$ cat config.mk
export PLATFORM = sky130hd
export DESIGN_NAME = sem_ctrl
export DESIGN_NICKNAME = d
export VERILOG_FILES = /design/src/rtl/sem_pkg.sv /design/src/rtl/sem_ctrl.sv
export SDC_FILE = /design/constraint.sdc
export NUM_CORES = 1
export LEC_CHECK = 0
export BUFFER_PORTS_ARGS = -buffer_cell sky130_fd_sc_hd__buf_2
export CAP_MARGIN = 0
export CORE_AREA = 2 2 39 41
export DETAILED_ROUTE_END_ITERATION = 8
export DIE_AREA = 0 0 41 43
export SYNTH_ARGS = -nofsm -noshare
export SYNTH_HDL_FRONTEND = slang
export SYNTH_SLANG_ARGS = --single-unit
$ cat constraint.sdc
create_clock -name clk -period 2.21 [get_ports clk]
set_clock_uncertainty 0.15 [all_clocks]
set_input_delay 0.5525 -clock clk [delete_from_list [all_inputs] [get_ports clk]]
set_output_delay 0.5525 -clock clk [all_outputs]
set_load 0.05 [all_outputs]
$ cat src/rtl/sem_pkg.sv
// ---------------------------------------------------------------------------
// sem_pkg - shared types and constants of the Sobel edge magnitude block
// Field widths, register indexes, controller states and the command and
// status words between controller and datapath.
// ---------------------------------------------------------------------------
package sem_pkg;

  localparam int unsigned CHAN_W      = 8;
  localparam int unsigned PIX_W       = 3 * CHAN_W;
  localparam int unsigned WIDTH_REG_W = 11;
  localparam int unsigned HEIGHT_REG_W = 13;
  localparam int unsigned CFG_DATA_W  = 13;
  localparam int unsigned CFG_IDX_W   = 1;
  localparam int unsigned GRAD_W      = 12;
  localparam int unsigned SUMSQ_W     = 2 * GRAD_W + 1;

  localparam int unsigned MAX_WIDTH_DEF  = 1024;
  localparam int unsigned MAX_HEIGHT_DEF = 4096;

  localparam logic [WIDTH_REG_W-1:0]  WIDTH_RESET  = 11'd640;
  localparam logic [HEIGHT_REG_W-1:0] HEIGHT_RESET = 13'd480;
  localparam logic [CHAN_W-1:0]       MAG_MAX      = 8'd255;
  localparam logic [SUMSQ_W-1:0]      SAT_LIMIT    = 25'd65280;

  typedef enum logic [CFG_IDX_W-1:0] {
    CFG_WIDTH  = 1'b0,
    CFG_HEIGHT = 1'b1
  } cfg_idx_t;

  typedef enum logic [6:0] {
    ST_IDLE   = 7'b0000001,
    ST_LOAD   = 7'b0000010,
    ST_GRAD   = 7'b0000100,
    ST_SQUARE = 7'b0001000,
    ST_ROOT   = 7'b0010000,
    ST_FINISH = 7'b0100000,
    ST_OUT    = 7'b1000000
  } state_t;

  typedef struct packed {
    logic take;
    logic load;
    logic grad;
    logic square;
    logic root_step;
    logic finish;
  } cmd_t;

  typedef struct packed {
    logic drop;
    logic emit;
    logic root_last;
    logic counters_zero;
  } status_t;

endpackage

$ cat src/rtl/sem_ctrl.sv
// ---------------------------------------------------------------------------
// sem_ctrl - sequencing controller
// One-hot state machine stepping one word through load, gradient, square,
// root and output.
// ---------------------------------------------------------------------------
module sem_ctrl (
  input  logic             clk,
  input  logic             rst,
  input  logic             in_valid,
  input  logic             out_ready,
  input  sem_pkg::status_t status,
  output sem_pkg::cmd_t    cmd,
  output logic             in_ready,
  output logic             out_valid
);

  sem_pkg::state_t state, state_next;

  always_ff @(posedge clk) begin
    if (rst) begin
      state <= sem_pkg::ST_IDLE;
    end else begin
      state <= state_next;
    end
  end

  always_comb begin
    state_next = state;
    cmd = '0;
    in_ready = 1'b0;
    out_valid = 1'b0;
    case (state)
      sem_pkg::ST_IDLE: begin
        in_ready = 1'b1;
        if (in_valid) begin
          cmd.take = 1'b1;
          if (!status.drop) state_next = sem_pkg::ST_LOAD;
        end
      end
      sem_pkg::ST_LOAD: begin
        cmd.load = 1'b1;
        state_next = status.emit ? sem_pkg::ST_GRAD : sem_pkg::ST_IDLE;
      end
      sem_pkg::ST_GRAD: begin
        cmd.grad = 1'b1;
        state_next = sem_pkg::ST_SQUARE;
      end
      sem_pkg::ST_SQUARE: begin
        cmd.square = 1'b1;
        state_next = sem_pkg::ST_ROOT;
      end
      sem_pkg::ST_ROOT: begin
        cmd.root_step = 1'b1;
        if (status.root_last) state_next = sem_pkg::ST_FINISH;
      end
      sem_pkg::ST_FINISH: begin
        cmd.finish = 1'b1;
        state_next = sem_pkg::ST_OUT;
      end
      sem_pkg::ST_OUT: begin
        out_valid = 1'b1;
        if (out_ready) state_next = sem_pkg::ST_IDLE;
      end
      default: begin
        state_next = sem_pkg::ST_IDLE;
      end
    endcase
  end

endmodule

Word-level counts from Yosys, hierarchy flattened

Index checks and enable logic that the tools add are counted.

Equal/unequal tests: 11
Multiplexer cells: 15
Reductions and logical operators: 1

Operator list:

| kind               | number |
|---|---|
| $pmux 7 s7         | 1 |
| $mux 7             | 4 |
| $mux 1             | 9 |
| $ne 2x2->1 const B | 4 |
| $eq 7x1->1 const B | 1 |
| $eq 7x2->1 const B | 1 |
| $eq 7x3->1 const B | 1 |
| $eq 7x4->1 const B | 1 |
| $eq 7x5->1 const B | 1 |
| $eq 7x6->1 const B | 1 |
| $eq 7x7->1 const B | 1 |
| $reduce_and 4->1   | 1 |
| $mux 3             | 1 |

Bits in registers: 7
Input bits: 8

Depth between registers and ports, before layout

Depth in word-level cells: 3
Mapped depth: 4
Mapped depth without buffers: 4

Worst setup path before layout

OpenSTA, ideal clock, no wires.

Path type: register to output
From: reg state[6]
To: out cmd[5] (netlist bit)
Arrival: 1735 ps
Path slack: -228 ps
Cell stages (with the launch flop): 4
Buffers on the path: 0
Cells stage by stage: dfxtp_1 -> nor4_1 -> and3_1 -> and2_1

RTL lines:

| what                   | RTL line       | text |
|---|---|---|
| start, declared        | sem_ctrl.sv:17 | `sem_pkg::state_t state, state_next;` |
| start signal, assigned | sem_ctrl.sv:21 | `state <= sem_pkg::ST_IDLE;` |
| start signal, assigned | sem_ctrl.sv:23 | `state <= state_next;` |
| end, declared          | sem_ctrl.sv:12 | `output sem_pkg::cmd_t cmd,` |

==> metrics.txt <==
PortBufs 14; Fin. Hold Viols 0; Post-Synth XOR/XNOR Area 1.95%; Mean Syn Cell Area 9.17 um^2; crit-path cells nor4_1, and3_2, and2_2, buf_2; number of top-level pins 16; Final period util 105%; die height 43 um; worst vdd ir 218 uV; Placer Congestion 0.758; Synth cell types 29; Biggest register state; Gate Count Post-Synth 49; Startpoint Class flip-flop; most common cell in the netlist dfxtp_1; H-tree depth 1; Largest register FFs 7; hold buffer count at cts 0; wire length per cell 12.1 um; post-DP HPWL 797 um; most common flop cell mapped by yosys dfxtp_1; Seq/Total Area, Yosys 31.2%; CTS max path bufs 2; placed cell area 566 um^2; area delta synth->final 37.6%; Clock Pin Slew Worst Setup and Hold Paths 0.05 ns; filler cell count 144; total clock sinks 7; largest net degree at the start of global routing 10; Final Cell Area 618 um^2; top-area cell type share of the netlist area 31.2%; Die Width 41 um; syn_nets 57; CP Max Fanout 5; Antenna diodes 0; synth cell count leaders dfxtp_1 (7), nand2b_1 (5), nor2_1 (5); area leader, netlist dfxtp_1; mux share of post-synthesis cell area 0%; GRT overflow 0; CORE AREA 1380 um^2; Routed Antenna Nets 0; area of the die 1760 um^2; setup bufs post-CTS 0; first-pass GRT wire length 1630 um; fmax 0.430 GHz; Starting Density 32.5%; Hold Crit Class reg2reg; Slew Limit Fails 0; DR pass1 iterations 4; nature of the critical path endpoint output port; num rows 14; CP arrival 1.63 ns; Synth Area in Adders 0%; hold_ws 0.400 ns; routed wire length 1040 um; Tmin final 2.33 ns; Root Buffer Master clkbuf_4; drt drc 0; largest family of logic cells by synthesized area simple AND/OR/NAND/NOR gates; clk_lat worst skew 0.25 ns; biggest regs state x7; reg-to-reg slack, setup 0.49 ns; ys async rst share 0%; Setup WS post-layout -0.118 ns; slowest CP cell nor4_1; mapped cell area 449 um^2; Worst-Margin Slew 0.349 ns; TritonCTS clock tree built; layout cells sized above 1 42.9%; status finished with violations; vias in the first global route 411; Post-synth EDFFs 0; delay-heaviest family, CP simple AND/OR/NAND/NOR gates; crit-path max cell delay 0.38 ns; Nets 79; Inserted Clock Buffers 3; antenna violations before repair 0; Slew headroom 76.5%; failing checks negative setup slack; Pleak 0.249 nW; GRT Overall Usage 13.2%; final setup vio count 3; DRT iter0 DRCs 4; PD cells 691 nW/um^2; RSZ-0062 raised after global routing true; Vias 447; Via density 5.20; Simple-Gate Fraction of Synth Area 47.6%; maxcap violations 0; FF+latch count, synth 7; compound-cell area share of the yosys netlist 17.5%; synth top area cells dfxtp_1 (31%), nor4b_4 (11%), nand2b_1 (7.0%); Synth Warn # 0; Req. time, crit path 1.51 ns; Setup Crit Path Kind reg2out; WP buf/inv 1
-- layout by cell type (no fill, tap or decap), types with 4 or more instances in the layout --
master	synthesis	routed
buf_2	0	10
buf_4	0	4
clkbuf_4	0	4
dfxtp_1	7	6
nand2b_1	5	5
nor2_1	5	5
-- worst paths after layout --
check             startpoint       end  depth (start not counted)
setup / recovery    state[5]    cmd[5]                          4
hold / removal      state[4]  state[4]                          2
setup reg to reg    state[5]  state[2]                          5
hold reg to reg     state[4]  state[4]                          2
-- power by group --
| part | switching (mW) | total [mW] | internal, mW |
|---|---|---|---|
| combinational | 0.104 | 0.166 | 0.0616 |
| clock | 0.0479 | 0.117 | 0.0689 |
| sequential | 0.00925 | 0.144 | 0.135 |
-- per-stage QoR --
stage / utilization (%) / power (mW) / instances / setup WS (ns) / setup TNS [ns]
global route: 44.7 / 0.449 / 86 / -0.172 / -0.516
floorplan: - / 0.262 / 49 / -0.0182 / -0.0259
global placement: 40.9 / 0.305 / 82 / 0.0626 / 0
finish: 44.7 / 0.427 / 86 / -0.118 / -0.349
CTS: 44.3 / 0.428 / 86 / -0.131 / -0.369
detailed placement: 40.9 / 0.307 / 82 / 0.0614 / 0
-- cell families (layout without fill, tap and decap cells) --
group	count (synthesis)	in the layout
xor gates and xnor gates	1	1
AOI/OAI and AO/OA	11	11
DFF	7	7
and+or+nand+nor	28	28
buffers and inverters	2	23
-- worst reg2reg max path: stages, from the launching register on --
cell	delay [ns]
dfxtp_1	0.34
nor4_1	0.38
buf_4	0.18
o2111ai_1	0.17
o21a_1	0.20
and4b_1	0.19
-- final cells by class --
| cell class | instances | area (um^2) | share of cell area, % |
|---|---|---|---|
| clock buffers | 4 | 26.3 | 4.25 |
| flip-flops and latches | 7 | 141 | 22.9 |
| inverters | 2 | 7.51 | 1.21 |
| multi-input cells | 40 | 313 | 50.6 |
| well taps | 16 | 20.0 | 3.24 |
| repair buffers | 17 | 110 | 17.8 |
-- routing by layer --
layer  GRT usage [%]  part of all wire [%]  routed length, um  up-vias
li1                -                     -                  -      230
met5               0                     0                  0        -
met3            2.09                   3.7                 38        3
met1            17.6                    45                470      202
met4            6.67                   1.6                 17        0
met2            19.7                    49                511       12
-- timing repair --
action	CTS	global route
endpoints found under the hold margin	0	0
resized for setup	6	2
endpoints found under the setup margin	5	5
Power figures use the tool's default switching activity.
